[src/rtl/core/lsmd_pkg.sv]
`default_nettype none
// ----------------------------------------------------------------------------
// lsmd_pkg
// Shared constants, types and the sector classifier for the lidar sector
// minimum distance block.
// ----------------------------------------------------------------------------
package lsmd_pkg;

  localparam int POINTS_PER_PACKET = 12;
  localparam int ANG_UNIT          = 100 * POINTS_PER_PACKET;  // units per degree
  localparam int FULL_TURN         = 360 * ANG_UNIT;
  localparam int ANGLE_W           = ($clog2(FULL_TURN) > 19) ? $clog2(FULL_TURN) : 19;

  localparam int ACC_W        = 32;
  localparam int DATA_W       = 16;
  localparam int MPL_W        = 16;
  localparam int IDX_W        = 4;
  localparam int DIST_W       = 15;
  localparam int SECTOR_W     = 3;
  localparam int OUT_ANGLE_W  = 19;

  localparam logic [ACC_W-1:0] SPAN_MOD_ACC   = ACC_W'(36000);
  // residue of 2**64 modulo 36000, used when end + 36000 - start wraps below zero
  localparam logic [ACC_W-1:0] WRAP_RESIDUE   = ACC_W'(3616);
  localparam logic [ACC_W-1:0] FULL_TURN_ACC  = ACC_W'(FULL_TURN);
  localparam logic [ACC_W-1:0] POINTS_ACC     = ACC_W'(POINTS_PER_PACKET);
  localparam logic [MPL_W-1:0] POINTS_MPL     = MPL_W'(POINTS_PER_PACKET);
  localparam logic [MPL_W-1:0] ANG_UNIT_MPL   = MPL_W'(ANG_UNIT);

  localparam logic [DIST_W-1:0] CLEAR_VALUE   = DIST_W'(32000);
  localparam logic [DATA_W-1:0] RATE_RESET    = DATA_W'(4500);

  localparam logic CMD_POINT = 1'b0;
  localparam logic CMD_CLEAR = 1'b1;

  localparam logic [SECTOR_W-1:0] SEC_0     = 3'd0;
  localparam logic [SECTOR_W-1:0] SEC_1     = 3'd1;
  localparam logic [SECTOR_W-1:0] SEC_2     = 3'd2;
  localparam logic [SECTOR_W-1:0] SEC_3     = 3'd3;
  localparam logic [SECTOR_W-1:0] NO_SECTOR = 3'd4;

  localparam logic [ANGLE_W-1:0] B30  = ANGLE_W'(30 * ANG_UNIT);
  localparam logic [ANGLE_W-1:0] B60  = ANGLE_W'(60 * ANG_UNIT);
  localparam logic [ANGLE_W-1:0] B120 = ANGLE_W'(120 * ANG_UNIT);
  localparam logic [ANGLE_W-1:0] B150 = ANGLE_W'(150 * ANG_UNIT);
  localparam logic [ANGLE_W-1:0] B210 = ANGLE_W'(210 * ANG_UNIT);
  localparam logic [ANGLE_W-1:0] B240 = ANGLE_W'(240 * ANG_UNIT);
  localparam logic [ANGLE_W-1:0] B300 = ANGLE_W'(300 * ANG_UNIT);
  localparam logic [ANGLE_W-1:0] B330 = ANGLE_W'(330 * ANG_UNIT);

  typedef enum logic {
    OP_ADD,
    OP_SUB
  } alu_op_t;

  typedef enum logic [3:0] {
    ST_IDLE,
    ST_CHECK,
    ST_SPAN_BASE,
    ST_SPAN_SUB,
    ST_SPAN_WRAP,
    ST_SPAN_FIX,
    ST_SPEED,
    ST_MUL_LIM,
    ST_MUL_PROD,
    ST_CMP,
    ST_MUL_BASE,
    ST_MUL_OFS,
    ST_ANG_FIX,
    ST_CLASS,
    ST_DONE
  } state_t;

  typedef struct packed {
    logic                clear;
    logic                valid;
    logic [ANGLE_W-1:0]  angle;
    logic [SECTOR_W-1:0] sector;
    logic [DATA_W-1:0]   range_mm;
  } result_t;

  // Strict bounds: angles exactly on a sector edge belong to no sector.
  function automatic logic [SECTOR_W-1:0] classify(input logic [ANGLE_W-1:0] a);
    logic [SECTOR_W-1:0] s;
    s = NO_SECTOR;
    if (a < B30 || a > B330) begin
      s = SEC_0;
    end else if (a > B60 && a < B120) begin
      s = SEC_1;
    end else if (a > B150 && a < B210) begin
      s = SEC_2;
    end else if (a > B240 && a < B300) begin
      s = SEC_3;
    end
    return s;
  endfunction

endpackage
`default_nettype wire

[src/rtl/core/lidar_sector_min_distance.sv]
`default_nettype none
// ----------------------------------------------------------------------------
// lidar_sector_min_distance
// Interpolates a lidar point angle, checks packet plausibility and keeps
// the minimum distance of four 60-degree sectors.
// ----------------------------------------------------------------------------
// Usage:
//   Input channel (in_valid/in_ready) takes one point or a clear command per
//   transaction. Output channel (out_valid/out_ready) returns one result per
//   input: point_valid, point_angle, sector and the four sector minima after
//   the item. cfg_valid/cfg_ready writes measure_rate; cfg_ready is always
//   high, write only while no item is in flight.
//   How long an item takes depends on its path: a clear command or a point
//   rejected on speed, index or zero range goes from the check straight to
//   the result; a point over the span limit stops after the compare; a full
//   point runs the shift-add multiplies (plausibility limit, span times rate,
//   angle) and the modulo steps, all on one shared 32-bit adder.
//   One item is in work at a time; in_ready is high only when the sequencer
//   is idle.
//   The result sits in an output register, so the next item is accepted
//   while the receiver stalls; the sequencer then holds its finished result
//   until the output register frees up.
//   Reset: measure_rate returns to 4500, all sector minima to 32000, both
//   channels go empty.
// ----------------------------------------------------------------------------
module lidar_sector_min_distance (
  input  wire logic                                clk,
  input  wire logic                                rst,
  input  wire logic                                in_valid,
  output logic                                     in_ready,
  input  wire logic                                command,
  input  wire logic [lsmd_pkg::DATA_W-1:0]         packet_start,
  input  wire logic [lsmd_pkg::DATA_W-1:0]         packet_end,
  input  wire logic [lsmd_pkg::DATA_W-1:0]         rotation_speed,
  input  wire logic [lsmd_pkg::IDX_W-1:0]          point_index,
  input  wire logic [lsmd_pkg::DATA_W-1:0]         range_mm,
  output logic                                     out_valid,
  input  wire logic                                out_ready,
  output logic                                     point_valid,
  output logic      [lsmd_pkg::OUT_ANGLE_W-1:0]    point_angle,
  output logic      [lsmd_pkg::SECTOR_W-1:0]       sector,
  output logic      [lsmd_pkg::DIST_W-1:0]         nearest_sector_0,
  output logic      [lsmd_pkg::DIST_W-1:0]         nearest_sector_1,
  output logic      [lsmd_pkg::DIST_W-1:0]         nearest_sector_2,
  output logic      [lsmd_pkg::DIST_W-1:0]         nearest_sector_3,
  input  wire logic                                cfg_valid,
  output logic                                     cfg_ready,
  input  wire logic [lsmd_pkg::DATA_W-1:0]         cfg_data
);

  logic [lsmd_pkg::DATA_W-1:0] measure_rate;
  logic                        res_valid;
  logic                        res_take;
  lsmd_pkg::result_t           res;
  logic [lsmd_pkg::DIST_W-1:0] min_store [4];
  logic [lsmd_pkg::DIST_W-1:0] min_store_next [4];

  lsmd_ctrl u_ctrl (
    .clk            (clk),
    .rst            (rst),
    .in_valid       (in_valid),
    .in_ready       (in_ready),
    .command        (command),
    .packet_start   (packet_start),
    .packet_end     (packet_end),
    .rotation_speed (rotation_speed),
    .point_index    (point_index),
    .range_mm       (range_mm),
    .measure_rate   (measure_rate),
    .res_valid      (res_valid),
    .res_take       (res_take),
    .res            (res)
  );

  assign cfg_ready = 1'b1;
  assign res_take  = res_valid && (!out_valid || out_ready);

  always_ff @(posedge clk) begin
    if (rst) begin
      measure_rate <= lsmd_pkg::RATE_RESET;
    end else if (cfg_valid && cfg_ready) begin
      measure_rate <= cfg_data;
    end
  end

  always_comb begin
    for (int k = 0; k < 4; k++) begin
      min_store_next[k] = min_store[k];
    end
    if (res.clear) begin
      for (int k = 0; k < 4; k++) begin
        min_store_next[k] = lsmd_pkg::CLEAR_VALUE;
      end
    end else if (res.valid && res.sector != lsmd_pkg::NO_SECTOR &&
                 {1'b0, min_store[res.sector[1:0]]} > res.range_mm) begin
      min_store_next[res.sector[1:0]] = res.range_mm[lsmd_pkg::DIST_W-1:0];
    end
  end

  always_ff @(posedge clk) begin
    if (rst) begin
      for (int k = 0; k < 4; k++) begin
        min_store[k] <= lsmd_pkg::CLEAR_VALUE;
      end
    end else if (res_take) begin
      for (int k = 0; k < 4; k++) begin
        min_store[k] <= min_store_next[k];
      end
    end
  end

  always_ff @(posedge clk) begin
    if (rst) begin
      out_valid <= 1'b0;
    end else if (res_take) begin
      out_valid <= 1'b1;
    end else if (out_ready) begin
      out_valid <= 1'b0;
    end
  end

  always_ff @(posedge clk) begin
    if (res_take) begin
      point_valid      <= res.valid;
      point_angle      <= res.angle[lsmd_pkg::OUT_ANGLE_W-1:0];
      sector           <= res.sector;
      nearest_sector_0 <= min_store_next[0];
      nearest_sector_1 <= min_store_next[1];
      nearest_sector_2 <= min_store_next[2];
      nearest_sector_3 <= min_store_next[3];
    end
  end

  a_clear_minima: assert property (@(posedge clk) disable iff (rst)
    (res_take && res.clear) |=>
      (nearest_sector_0 == lsmd_pkg::CLEAR_VALUE && nearest_sector_1 == lsmd_pkg::CLEAR_VALUE &&
       nearest_sector_2 == lsmd_pkg::CLEAR_VALUE && nearest_sector_3 == lsmd_pkg::CLEAR_VALUE))
    else $error("clear transaction left a sector minimum set");

  a_minima_bounded: assert property (@(posedge clk) disable iff (rst)
    res_take |=> (min_store[0] <= lsmd_pkg::CLEAR_VALUE && min_store[1] <= lsmd_pkg::CLEAR_VALUE &&
                  min_store[2] <= lsmd_pkg::CLEAR_VALUE && min_store[3] <= lsmd_pkg::CLEAR_VALUE))
    else $error("sector minimum above clear value");

endmodule
`default_nettype wire

[src/rtl/core/lsmd_alu.sv]
`default_nettype none
// ----------------------------------------------------------------------------
// lsmd_alu
// Shared adder/subtractor; carry out doubles as borrow on subtract.
// ----------------------------------------------------------------------------
module lsmd_alu (
  input  wire logic [lsmd_pkg::ACC_W-1:0] a,
  input  wire logic [lsmd_pkg::ACC_W-1:0] b,
  input  wire lsmd_pkg::alu_op_t          op,
  output logic      [lsmd_pkg::ACC_W-1:0] y,
  output logic                            cout
);

  logic [lsmd_pkg::ACC_W:0] full;

  always_comb begin
    unique case (op)
      lsmd_pkg::OP_SUB: full = {1'b0, a} - {1'b0, b};
      lsmd_pkg::OP_ADD: full = {1'b0, a} + {1'b0, b};
      default:          full = {1'b0, a} + {1'b0, b};
    endcase
  end

  assign y    = full[lsmd_pkg::ACC_W-1:0];
  assign cout = full[lsmd_pkg::ACC_W];

endmodule
`default_nettype wire

[src/rtl/core/lsmd_ctrl.sv]
`default_nettype none
// ----------------------------------------------------------------------------
// lsmd_ctrl
// Sequencer and datapath registers: span reduction, plausibility limit
// (span * rate <= speed*1.5*units, equivalent to the truncating quotient
// test), angle interpolation and sector class, all on one shared ALU.
// ----------------------------------------------------------------------------
module lsmd_ctrl (
  input  wire logic                             clk,
  input  wire logic                             rst,
  input  wire logic                             in_valid,
  output logic                                  in_ready,
  input  wire logic                             command,
  input  wire logic [lsmd_pkg::DATA_W-1:0]      packet_start,
  input  wire logic [lsmd_pkg::DATA_W-1:0]      packet_end,
  input  wire logic [lsmd_pkg::DATA_W-1:0]      rotation_speed,
  input  wire logic [lsmd_pkg::IDX_W-1:0]       point_index,
  input  wire logic [lsmd_pkg::DATA_W-1:0]      range_mm,
  input  wire logic [lsmd_pkg::DATA_W-1:0]      measure_rate,
  output logic                                  res_valid,
  input  wire logic                             res_take,
  output lsmd_pkg::result_t                     res
);

  lsmd_pkg::state_t state, state_next;

  logic                          cmd_q;
  logic [lsmd_pkg::DATA_W-1:0]   start_q;
  logic [lsmd_pkg::DATA_W-1:0]   end_q;
  logic [lsmd_pkg::DATA_W-1:0]   speed_q;
  logic [lsmd_pkg::IDX_W-1:0]    idx_q;
  logic [lsmd_pkg::DATA_W-1:0]   rng_q;
  logic [lsmd_pkg::ACC_W-1:0]    acc;
  logic [lsmd_pkg::ACC_W-1:0]    mcand;
  logic [lsmd_pkg::MPL_W-1:0]    mplier;
  logic [lsmd_pkg::DATA_W-1:0]   span;
  logic [lsmd_pkg::ACC_W-1:0]    lim;
  logic                          valid_q;
  logic [lsmd_pkg::SECTOR_W-1:0] sector_q;

  logic [lsmd_pkg::ACC_W-1:0]    alu_a;
  logic [lsmd_pkg::ACC_W-1:0]    alu_b;
  lsmd_pkg::alu_op_t             alu_op;
  logic [lsmd_pkg::ACC_W-1:0]    alu_y;
  logic                          alu_cout;
  logic                          early_reject;
  logic                          mul_done;

  lsmd_alu u_alu (
    .a    (alu_a),
    .b    (alu_b),
    .op   (alu_op),
    .y    (alu_y),
    .cout (alu_cout)
  );

  assign early_reject = (speed_q == '0) || (rng_q == '0) ||
                        ({{(lsmd_pkg::ACC_W-lsmd_pkg::IDX_W){1'b0}}, idx_q}
                         >= lsmd_pkg::POINTS_ACC);
  assign mul_done = (mplier == '0);

  // next state
  always_comb begin
    state_next = state;
    unique case (state)
      lsmd_pkg::ST_IDLE: begin
        if (in_valid) state_next = lsmd_pkg::ST_CHECK;
      end
      lsmd_pkg::ST_CHECK: begin
        if (cmd_q == lsmd_pkg::CMD_CLEAR || early_reject) state_next = lsmd_pkg::ST_DONE;
        else state_next = lsmd_pkg::ST_SPAN_BASE;
      end
      lsmd_pkg::ST_SPAN_BASE: state_next = lsmd_pkg::ST_SPAN_SUB;
      lsmd_pkg::ST_SPAN_SUB: begin
        state_next = alu_cout ? lsmd_pkg::ST_SPAN_WRAP : lsmd_pkg::ST_SPAN_FIX;
      end
      lsmd_pkg::ST_SPAN_WRAP: state_next = lsmd_pkg::ST_SPAN_FIX;
      lsmd_pkg::ST_SPAN_FIX: begin
        if (!acc[lsmd_pkg::ACC_W-1] && alu_cout) state_next = lsmd_pkg::ST_SPEED;
      end
      lsmd_pkg::ST_SPEED: state_next = lsmd_pkg::ST_MUL_LIM;
      lsmd_pkg::ST_MUL_LIM: begin
        if (mul_done) state_next = lsmd_pkg::ST_MUL_PROD;
      end
      lsmd_pkg::ST_MUL_PROD: begin
        if (mul_done) state_next = lsmd_pkg::ST_CMP;
      end
      lsmd_pkg::ST_CMP: begin
        state_next = alu_cout ? lsmd_pkg::ST_DONE : lsmd_pkg::ST_MUL_BASE;
      end
      lsmd_pkg::ST_MUL_BASE: begin
        if (mul_done) state_next = lsmd_pkg::ST_MUL_OFS;
      end
      lsmd_pkg::ST_MUL_OFS: begin
        if (mul_done) state_next = lsmd_pkg::ST_ANG_FIX;
      end
      lsmd_pkg::ST_ANG_FIX: begin
        if (alu_cout) state_next = lsmd_pkg::ST_CLASS;
      end
      lsmd_pkg::ST_CLASS: state_next = lsmd_pkg::ST_DONE;
      lsmd_pkg::ST_DONE: begin
        if (res_take) state_next = lsmd_pkg::ST_IDLE;
      end
      default: state_next = lsmd_pkg::ST_IDLE;
    endcase
  end

  // outputs and ALU operand select
  always_comb begin
    in_ready  = (state == lsmd_pkg::ST_IDLE);
    res_valid = (state == lsmd_pkg::ST_DONE);
    alu_a     = acc;
    alu_b     = '0;
    alu_op    = lsmd_pkg::OP_ADD;
    unique case (state)
      lsmd_pkg::ST_SPAN_BASE: begin
        alu_a = {{(lsmd_pkg::ACC_W-lsmd_pkg::DATA_W){1'b0}}, end_q};
        alu_b = lsmd_pkg::SPAN_MOD_ACC;
      end
      lsmd_pkg::ST_SPAN_SUB: begin
        alu_b  = {{(lsmd_pkg::ACC_W-lsmd_pkg::DATA_W){1'b0}}, start_q};
        alu_op = lsmd_pkg::OP_SUB;
      end
      lsmd_pkg::ST_SPAN_WRAP: alu_b = lsmd_pkg::WRAP_RESIDUE;
      lsmd_pkg::ST_SPAN_FIX: begin
        alu_b  = lsmd_pkg::SPAN_MOD_ACC;
        alu_op = acc[lsmd_pkg::ACC_W-1] ? lsmd_pkg::OP_ADD : lsmd_pkg::OP_SUB;
      end
      lsmd_pkg::ST_SPEED: begin
        alu_a = {{(lsmd_pkg::ACC_W-lsmd_pkg::DATA_W){1'b0}}, speed_q};
        alu_b = {{(lsmd_pkg::ACC_W-lsmd_pkg::DATA_W+1){1'b0}},
                 speed_q[lsmd_pkg::DATA_W-1:1]};
      end
      lsmd_pkg::ST_MUL_LIM, lsmd_pkg::ST_MUL_PROD,
      lsmd_pkg::ST_MUL_BASE, lsmd_pkg::ST_MUL_OFS: begin
        alu_b = mcand;
      end
      lsmd_pkg::ST_CMP: begin
        alu_a  = lim;
        alu_b  = acc;
        alu_op = lsmd_pkg::OP_SUB;
      end
      lsmd_pkg::ST_ANG_FIX: begin
        alu_b  = lsmd_pkg::FULL_TURN_ACC;
        alu_op = lsmd_pkg::OP_SUB;
      end
      default: begin
        alu_b = '0;
      end
    endcase
  end

  always_ff @(posedge clk) begin
    if (rst) begin
      state <= lsmd_pkg::ST_IDLE;
    end else begin
      state <= state_next;
    end
  end

  // datapath registers
  always_ff @(posedge clk) begin
    unique case (state)
      lsmd_pkg::ST_IDLE: begin
        if (in_valid) begin
          cmd_q   <= command;
          start_q <= packet_start;
          end_q   <= packet_end;
          speed_q <= rotation_speed;
          idx_q   <= point_index;
          rng_q   <= range_mm;
          valid_q <= 1'b0;
        end
      end
      lsmd_pkg::ST_SPAN_BASE, lsmd_pkg::ST_SPAN_SUB, lsmd_pkg::ST_SPAN_WRAP: begin
        acc <= alu_y;
      end
      lsmd_pkg::ST_SPAN_FIX: begin
        if (acc[lsmd_pkg::ACC_W-1] || !alu_cout) acc <= alu_y;
      end
      lsmd_pkg::ST_SPEED: begin
        span   <= acc[lsmd_pkg::DATA_W-1:0];
        mcand  <= alu_y;
        mplier <= lsmd_pkg::ANG_UNIT_MPL;
        acc    <= '0;
      end
      lsmd_pkg::ST_MUL_LIM: begin
        if (!mul_done) begin
          if (mplier[0]) acc <= alu_y;
          mcand  <= {mcand[lsmd_pkg::ACC_W-2:0], 1'b0};
          mplier <= {1'b0, mplier[lsmd_pkg::MPL_W-1:1]};
        end else begin
          lim    <= acc;
          mcand  <= {{(lsmd_pkg::ACC_W-lsmd_pkg::DATA_W){1'b0}}, span};
          mplier <= measure_rate;
          acc    <= '0;
        end
      end
      lsmd_pkg::ST_MUL_PROD, lsmd_pkg::ST_MUL_OFS: begin
        if (!mul_done) begin
          if (mplier[0]) acc <= alu_y;
          mcand  <= {mcand[lsmd_pkg::ACC_W-2:0], 1'b0};
          mplier <= {1'b0, mplier[lsmd_pkg::MPL_W-1:1]};
        end
      end
      lsmd_pkg::ST_CMP: begin
        acc    <= '0;
        mcand  <= {{(lsmd_pkg::ACC_W-lsmd_pkg::DATA_W){1'b0}}, start_q};
        mplier <= lsmd_pkg::POINTS_MPL;
      end
      lsmd_pkg::ST_MUL_BASE: begin
        // start * points first, then index * span accumulates on top
        if (!mul_done) begin
          if (mplier[0]) acc <= alu_y;
          mcand  <= {mcand[lsmd_pkg::ACC_W-2:0], 1'b0};
          mplier <= {1'b0, mplier[lsmd_pkg::MPL_W-1:1]};
        end else begin
          mcand  <= {{(lsmd_pkg::ACC_W-lsmd_pkg::DATA_W){1'b0}}, span};
          mplier <= {{(lsmd_pkg::MPL_W-lsmd_pkg::IDX_W){1'b0}}, idx_q};
        end
      end
      lsmd_pkg::ST_ANG_FIX: begin
        if (!alu_cout) acc <= alu_y;
      end
      lsmd_pkg::ST_CLASS: begin
        valid_q  <= 1'b1;
        sector_q <= lsmd_pkg::classify(acc[lsmd_pkg::ANGLE_W-1:0]);
      end
      default: begin
        acc <= acc;
      end
    endcase
  end

  always_comb begin
    res.clear    = (cmd_q == lsmd_pkg::CMD_CLEAR);
    res.valid    = valid_q;
    res.angle    = valid_q ? acc[lsmd_pkg::ANGLE_W-1:0] : '0;
    res.sector   = valid_q ? sector_q : lsmd_pkg::NO_SECTOR;
    res.range_mm = rng_q;
  end

  a_angle_reduced: assert property (@(posedge clk) disable iff (rst)
    (res_valid && res.valid) |-> (res.angle < lsmd_pkg::ANGLE_W'(lsmd_pkg::FULL_TURN)))
    else $error("point angle not reduced below a full turn");

  a_clear_not_point: assert property (@(posedge clk) disable iff (rst)
    (res_valid && res.clear) |-> !res.valid)
    else $error("clear transaction reported as a valid point");

  a_span_reduced: assert property (@(posedge clk) disable iff (rst)
    (state == lsmd_pkg::ST_SPEED) |-> (acc < lsmd_pkg::SPAN_MOD_ACC))
    else $error("span left unreduced");

  a_invalid_no_sector: assert property (@(posedge clk) disable iff (rst)
    (res_valid && !res.valid) |-> (res.sector == lsmd_pkg::NO_SECTOR))
    else $error("invalid point carries a sector");

endmodule
`default_nettype wire

[config.mk]
export PLATFORM = sky130hd
export DESIGN_NAME = lidar_sector_min_distance
export DESIGN_NICKNAME = d
export VERILOG_FILES = /design/src/rtl/core/lsmd_pkg.sv /design/src/rtl/core/lidar_sector_min_distance.sv /design/src/rtl/core/lsmd_alu.sv /design/src/rtl/core/lsmd_ctrl.sv
export SDC_FILE = /design/constraint.sdc
export NUM_CORES = 1
export LEC_CHECK = 0
export BUFFER_PORTS_ARGS = -buffer_cell sky130_fd_sc_hd__clkbuf_2
export CORE_MARGIN = 4
export CORE_UTILIZATION = 45
export DETAILED_ROUTE_END_ITERATION = 8
export SLEW_MARGIN = 20
export SYNTH_ARGS = -nofsm -noshare
export SYNTH_HDL_FRONTEND = slang
export SYNTH_SLANG_ARGS = --single-unit
[constraint.sdc]
create_clock -name clk -period 14.39 [get_ports clk]
set_input_delay 2.1585 -clock clk [delete_from_list [all_inputs] [get_ports clk]]
set_output_delay 2.1585 -clock clk [all_outputs]
set_load 0.01 [all_outputs]
==> out/qor.yml, run 1 <==
status: "finished, final reports clean"
synth_fp_nets: 1955
cts_setup_buffers: 0
synth.top_cells.by_area: "edfxtp_1 (52%), mux2i_1 (5.7%), a22o_1 (4.0%)"
max_freq_mhz: 137.2
fin_hold_ws_ps: 479.2
fin_util_pct: 52.34
nets: 2085
cap_violations: 0
synth-async-reset-ratio_pct: 0
syn_area_um2: 19990
use_met1_pct: 33.91
skew_ps: 17.31
place_area_um2: 21440
postSynthCellCount: 1816
worstMarginPinSlew_ps: 1027
synthDistinctLibCells: 87
period_minus_slack_ps: 7289
setup_viol: 0
fin_crit_sh_pct: 50.65
wirelength_um: 61200
grt_usage_pct: 25.17
numPortBuffers: 174
grt_first_pass_wirelength_um: 93050
drt_iter0_markers: 1479
path_max_fanout: 44
design_area_um2: 22750
yosys.area.top_type: "edfxtp_1"
synth_most_common_cell: "edfxtp_1"
hpwl_um: 42380
clk_latency_ps: 580
rsz0062_at_grt: "no"
drt_pass1_iterations: 8
grt-ovfl-total: 0
die_h_um: 218.8
numCtsBuffers: 42
cp-start-kind: "flip-flop"
end_kind: "flip-flop"
clock_sinks: 365
met3_usage_pct: 3.295
crit_arrival_ps: 7510
ctsLongestPathBuffers: 3
coreArea_um2: 43460
die_w_um: 218.8
ys_seq_area_share_pct: 53.78
place.gp.congestion: 0.9467
hold_violations: 0
top_usage_layer: "met2"
vias_per_cell: 6.089
maxSlewHeadroom_pct: 31.55
worstPathRequired_ps: 14610
vias: 15600
htree_levels: 2
synth_edf_count: 344
met2_usage_pct: 42.68
routedWlPerCell_um: 23.90
worstHoldPathType: "flip-flop to flip-flop"
tritoncts: "yes"
ys_seq_elements: 365
post_cts_resized: 0
clk_pin_slew_ps: 60
ys.flop_type: "edfxtp_1"
rows: 76
cts_root_buffer: "clkbuf_16"
synth_top_area_share_pct: 51.68
area_delta_synth_final_pct: 13.80
drive_gt1_share_pct: 16.24
synthTopCellsByCount: "edfxtp_1 (344), nand2_1 (204), nor2_1 (143)"
insertedDiodeCount: 0
dieArea_um2: 47850
drc: 0
worstSetupPathType: "flip-flop to flip-flop"
antenna_found_initial: 0
tns_ps: 0
slew_violations: 0
cts_hold_buffers: 0
start_util_pct: 46.00
yosysWarningCount: 0
grt_max_degree: 64
avgSynthCellArea_um2: 11.01
io-pin-count: 176
first_global_vias: 15280
detail-route-antenna-nets: 0
cell usage in the layout, fill, tap and decap left out, types with 12 or more instances in the layout:
master | Yosys | layout
inv_1 | 43 | 42
dfxtp_1 | 21 | 20
nand2b_1 | 14 | 14
nor4_1 | 17 | 17
o211ai_1 | 13 | 13
a211oi_1 | 13 | 13
nor2b_1 | 17 | 17
mux2i_1 | 113 | 113
nand2_1 | 204 | 203
a22o_1 | 91 | 91
ha_1 | 48 | 48
clkbuf_2 | 0 | 174
a21o_1 | 26 | 26
nor2_1 | 143 | 140
and2_1 | 27 | 26
clkinv_1 | 1 | 12
xnor2_1 | 31 | 31
edfxtp_1 | 344 | 344
mux2_2 | 12 | 12
nand3_1 | 32 | 32
a221o_1 | 19 | 19
xor2_1 | 26 | 26
clkbuf_16 | 0 | 43
a222oi_1 | 28 | 28
buf_4 | 5 | 39
nand4_1 | 15 | 15
a21oi_1 | 135 | 134
o21ai_0 | 71 | 70
worst max-delay path, stage by stage (launching register included):
cell and delay [ps]:
dfxtp_2 570, buf_4 490, nand2b_1 270, o21a_4 260
a222oi_1 690, nor4b_2 300, and4b_4 320, nand2_1 120
or2_2 330, o21ai_0 220, xnor2_1 100, ha_1 380
and3_1 220, o211ai_1 100, a21oi_1 190, o21a_1 180
nand2_1 100, o31ai_1 760, xor2_1 220, a221oi_4 560
buf_4 490
path summary, 6_finish.rpt:
check / startpoint / cells past startpoint / slack, ps / to
max: u_ctrl.state[0]$_SDFFE_PP0P_ / 20 / 7100 / u_ctrl.acc[1]$_DFFE_PP_
min: measure_rate[12]$_SDFFE_PP1P_ / 2 / 480 / measure_rate[12]$_SDFFE_PP1P_
max reg2reg: u_ctrl.state[0]$_SDFFE_PP0P_ / 20 / 7100 / u_ctrl.acc[1]$_DFFE_PP_
min reg2reg: measure_rate[12]$_SDFFE_PP1P_ / 2 / 480 / measure_rate[12]$_SDFFE_PP1P_
layer usage:
layer	vias up	part of all wire, %
li1	7193	-
met1	7648	42
met2	639	49
met3	115	6.1
met4	0	2.8
met5	-	0
cells by family (layout without fill, tap and decap cells):
kind of cell	Yosys count	count (layout)	share of synthesized area, %
AO/OA/AOI/OAI	508	508	17.97
XOR/XNOR	57	57	2.498
adder cells (fa/ha/maj)	49	49	3.105
buffers and inverters	172	332	3.512
flip-flops	365	365	53.78
multiplexers	125	125	6.335
other	1	1	0.01876
AND/OR/NAND/NOR	539	539	12.78
through the flow:
step / std cells / worst slack, ps
floorplan: 1816 / 7147
global placement: 2486 / 7384
detailed placement: 2486 / 7109
CTS: 2560 / 7064
global route: 2561 / 6652
finish: 2561 / 7101
flip-flops by register name, summed over array words and instances, names as in the netlist, 19 cells and up:
register      flops
u_ctrl.acc       32
point_angle      19
u_ctrl.mcand     32
u_ctrl.lim       32
min_store        60
area by class of cell:
cell class,count,area [um2]
Fill cell,3886,20710
Sequential cell,365,10750
Multi-Input combinational cell,1279,8643
Timing Repair Buffer,214,1179
Clock buffer,53,1124
Tap cell,585,732.0
Inverter,44,166.4
Clock inverter,21,150.1
Power of run 1 is not shown: default switching activity piles up to over one toggle a cycle in this logic, so the estimate is an artifact.
==> run 2, diff against run 1 <==
--- a/config.mk
+++ b/config.mk
@@ -9,6 +9,7 @@
 export CORE_MARGIN = 4
 export CORE_UTILIZATION = 45
 export DETAILED_ROUTE_END_ITERATION = 8
+export PLACE_DENSITY = 0.65
 export SLEW_MARGIN = 20
 export SYNTH_ARGS = -nofsm -noshare
 export SYNTH_HDL_FRONTEND = slang
==> constraint.sdc (replaced) <==
create_clock -name clk -period 6.6 [get_ports clk]
set_input_delay 0.99 -clock clk [delete_from_list [all_inputs] [get_ports clk]]
set_output_delay 0.99 -clock clk [all_outputs]
set_load 0.01 [all_outputs]
==> run 2 against run 1 <==
Critical path depth fell by 2. Non-clock buffer count increased by 15. Largest cell class unchanged. Routed wire length is 0.94% lower. Clock-buffer cell count rose by 1. Global-route usage shrank 0.53 points.
==> out/qor.yml, run 2 (same netlist as run 1, synthesis figures left out) <==
grt_usage_pct: 24.64  # -0.53 points
drc: 0  # unchanged
path_max_fanout: 19  # -57%
coreArea_um2: 43460  # unchanged
hpwl_um: 42290  # -0.22%
slew_violations: 0  # unchanged
skew_ps: 25.32  # +8.011 ps
mostFrequentLayoutCell: "edfxtp_1"
numPortBuffers: 174  # unchanged
io-pin-count: 176  # unchanged
worstMarginPinSlew_ps: 1170  # +143.3 ps
crit_end: "u_ctrl.acc[29]$_DFFE_PP_"
crit_slowest_cell: "dfxtp_1"
r2r-end: "u_ctrl.acc[29]$_DFFE_PP_"
rows: 76  # unchanged
cts_setup_buffers: 0  # unchanged
routedWlPerCell_um: 23.49  # -1.7%
setup_viol: 0  # unchanged
nets: 2100  # +0.72%
r2r-start: "u_ctrl.state[1]$_SDFFE_PP0P_"
slowest_delay_ps: 740  # -20 ps
worstSetupPathType: "flip-flop to flip-flop"
final_cell_mix: "edfxtp_1 (344), nand2_1 (203), clkbuf_2 (174), nor2_1 (140), a21oi_1 (135)"
reg2reg_depth: 18  # -10%
die_h_um: 218.8  # unchanged
period_minus_slack_ps: 6015  # -1273 ps
place.gp.congestion: 0.9910  # +4.7%
grt-ovfl-total: 0  # unchanged
vias_per_cell: 6.170  # +1.3%
vias: 15930  # +2.1%
numCtsBuffers: 42  # unchanged
die_w_um: 218.8  # unchanged
post_cts_resized: 0  # unchanged
tns_ps: 0  # unchanged
clk_pin_slew_ps: 60  # about the same
r2r_slack_ps: 580  # -6520 ps
clock_sinks: 365  # unchanged
cts_hold_buffers: 0  # unchanged
num-fill-cells: 3817  # -1.8%
fin_crit_sh_pct: 91.14  # +40 points
wirelength_um: 60620  # -0.94%
start_util_pct: 46.00  # unchanged
rsz0062_at_grt: "no"
max_freq_mhz: 166.2  # +21%
first_global_vias: 15430  # +1.0%
worstHoldPathType: "flip-flop to flip-flop"
grt_first_pass_wirelength_um: 91960  # -1.2%
cts_root_buffer: "clkbuf_16"
drt_iter0_markers: 1736  # +17%
detail-route-antenna-nets: 0  # unchanged
dieArea_um2: 47850  # unchanged
area_delta_synth_final_pct: 15.11
ctsLongestPathBuffers: 3  # unchanged
tritoncts: "yes"
crit_arrival_ps: 6290  # -1220 ps
drive_gt1_share_pct: 17.06  # +0.81 points
maxSlewHeadroom_pct: 22.00  # -9.6 points
worstPathRequired_ps: 6880  # -7730 ps
htree_levels: 2  # unchanged
end_kind: "flip-flop"
crit_chain: "nor4bb_4 > a222oi_1 > o21ai_1 > nor4_2 > and4_1 > nand2_1 > or2_2 > o21ai_0 > xnor2_1 > ha_1 > a211oi_1 > o21ai_0 > a221o_1 > a211oi_1 > o21bai_1 > a221oi_1 > mux2i_1 > a21oi_1"
crit_start: "u_ctrl.state[1]$_SDFFE_PP0P_"
hold_path_depth: 2  # unchanged
fin_util_pct: 52.95  # +0.60 points
cap_violations: 0  # unchanged
clk_latency_ps: 580  # about the same
grt_max_degree: 71  # +11%
largest_reg_flops: 60  # unchanged
hold_violations: 0  # unchanged
regMostFlops: "min_store"
drt_pass1_iterations: 6  # -2
cp-start-kind: "flip-flop"
antenna_found_initial: 1  # +1
status: "finished, final reports clean"
run 2: how the worst min path moves through the flow:
stage,from,to
2_1_floorplan,u_ctrl.acc[18]$_DFFE_PP_,u_ctrl.lim[18]$_DFFE_PP_
3_3_place_gp,measure_rate[8]$_SDFFE_PP1P_,measure_rate[8]$_SDFFE_PP1P_
3_5_place_dp,measure_rate[8]$_SDFFE_PP1P_,measure_rate[8]$_SDFFE_PP1P_
4_1_cts,measure_rate[8]$_SDFFE_PP1P_,measure_rate[8]$_SDFFE_PP1P_
5_1_grt,u_ctrl.acc[28]$_DFFE_PP_,u_ctrl.lim[28]$_DFFE_PP_
6_report,measure_rate[12]$_SDFFE_PP1P_,measure_rate[12]$_SDFFE_PP1P_
run 2: area by class of cell:
type / instances / area, um2 / area share [%]
sequential: 365 / 10750 / 46.73
inverter: 44 / 166.4 / 0.7233
clock buffer: 54 / 1106 / 4.807
tap: 585 / 732.0 / 3.181
antenna: 3 / 7.507 / 0.03263
multi-input combinational: 1279 / 8623 / 37.48
timing repair buffer: 229 / 1296 / 5.634
clock inverter: 22 / 324.1 / 1.408
run 2: critical path, delay by kind of cell, from the launching register on:
kind | cells | cell delay, ps
AOI/OAI and AO/OA | 10 | 2870
xor gates and xnor gates | 1 | 110
adders and majority gates | 1 | 360
and+or+nand+nor | 5 | 1390
muxes | 1 | 260
DFF | 1 | 740
run 2: layer usage:
layer  GRT usage [%]  vias up  wire length [um]
met3           4.630      146              5180
met1           33.18     7769             24880
met4           9.754        2              2313
li1                -     7217                 -
met5               0        -                13
met2           39.59      791             28240
run 2: per-stage QoR:
stage | setup slack [ps] | hold WS, ps | cell area, um2 | cells
finish | 584.6 | 487.3 | 23010 | 2581
global route | 168.6 | 506.2 | 23000 | 2578
CTS | 390.6 | 486.4 | 23000 | 2578
detailed placement | 475.3 | 470.5 | 21570 | 2502
global placement | 511.1 | 460.6 | 21570 | 2502
floorplan | 392.6 | 420.6 | 19990 | 1816
Power of run 2 is left out for the same reason.
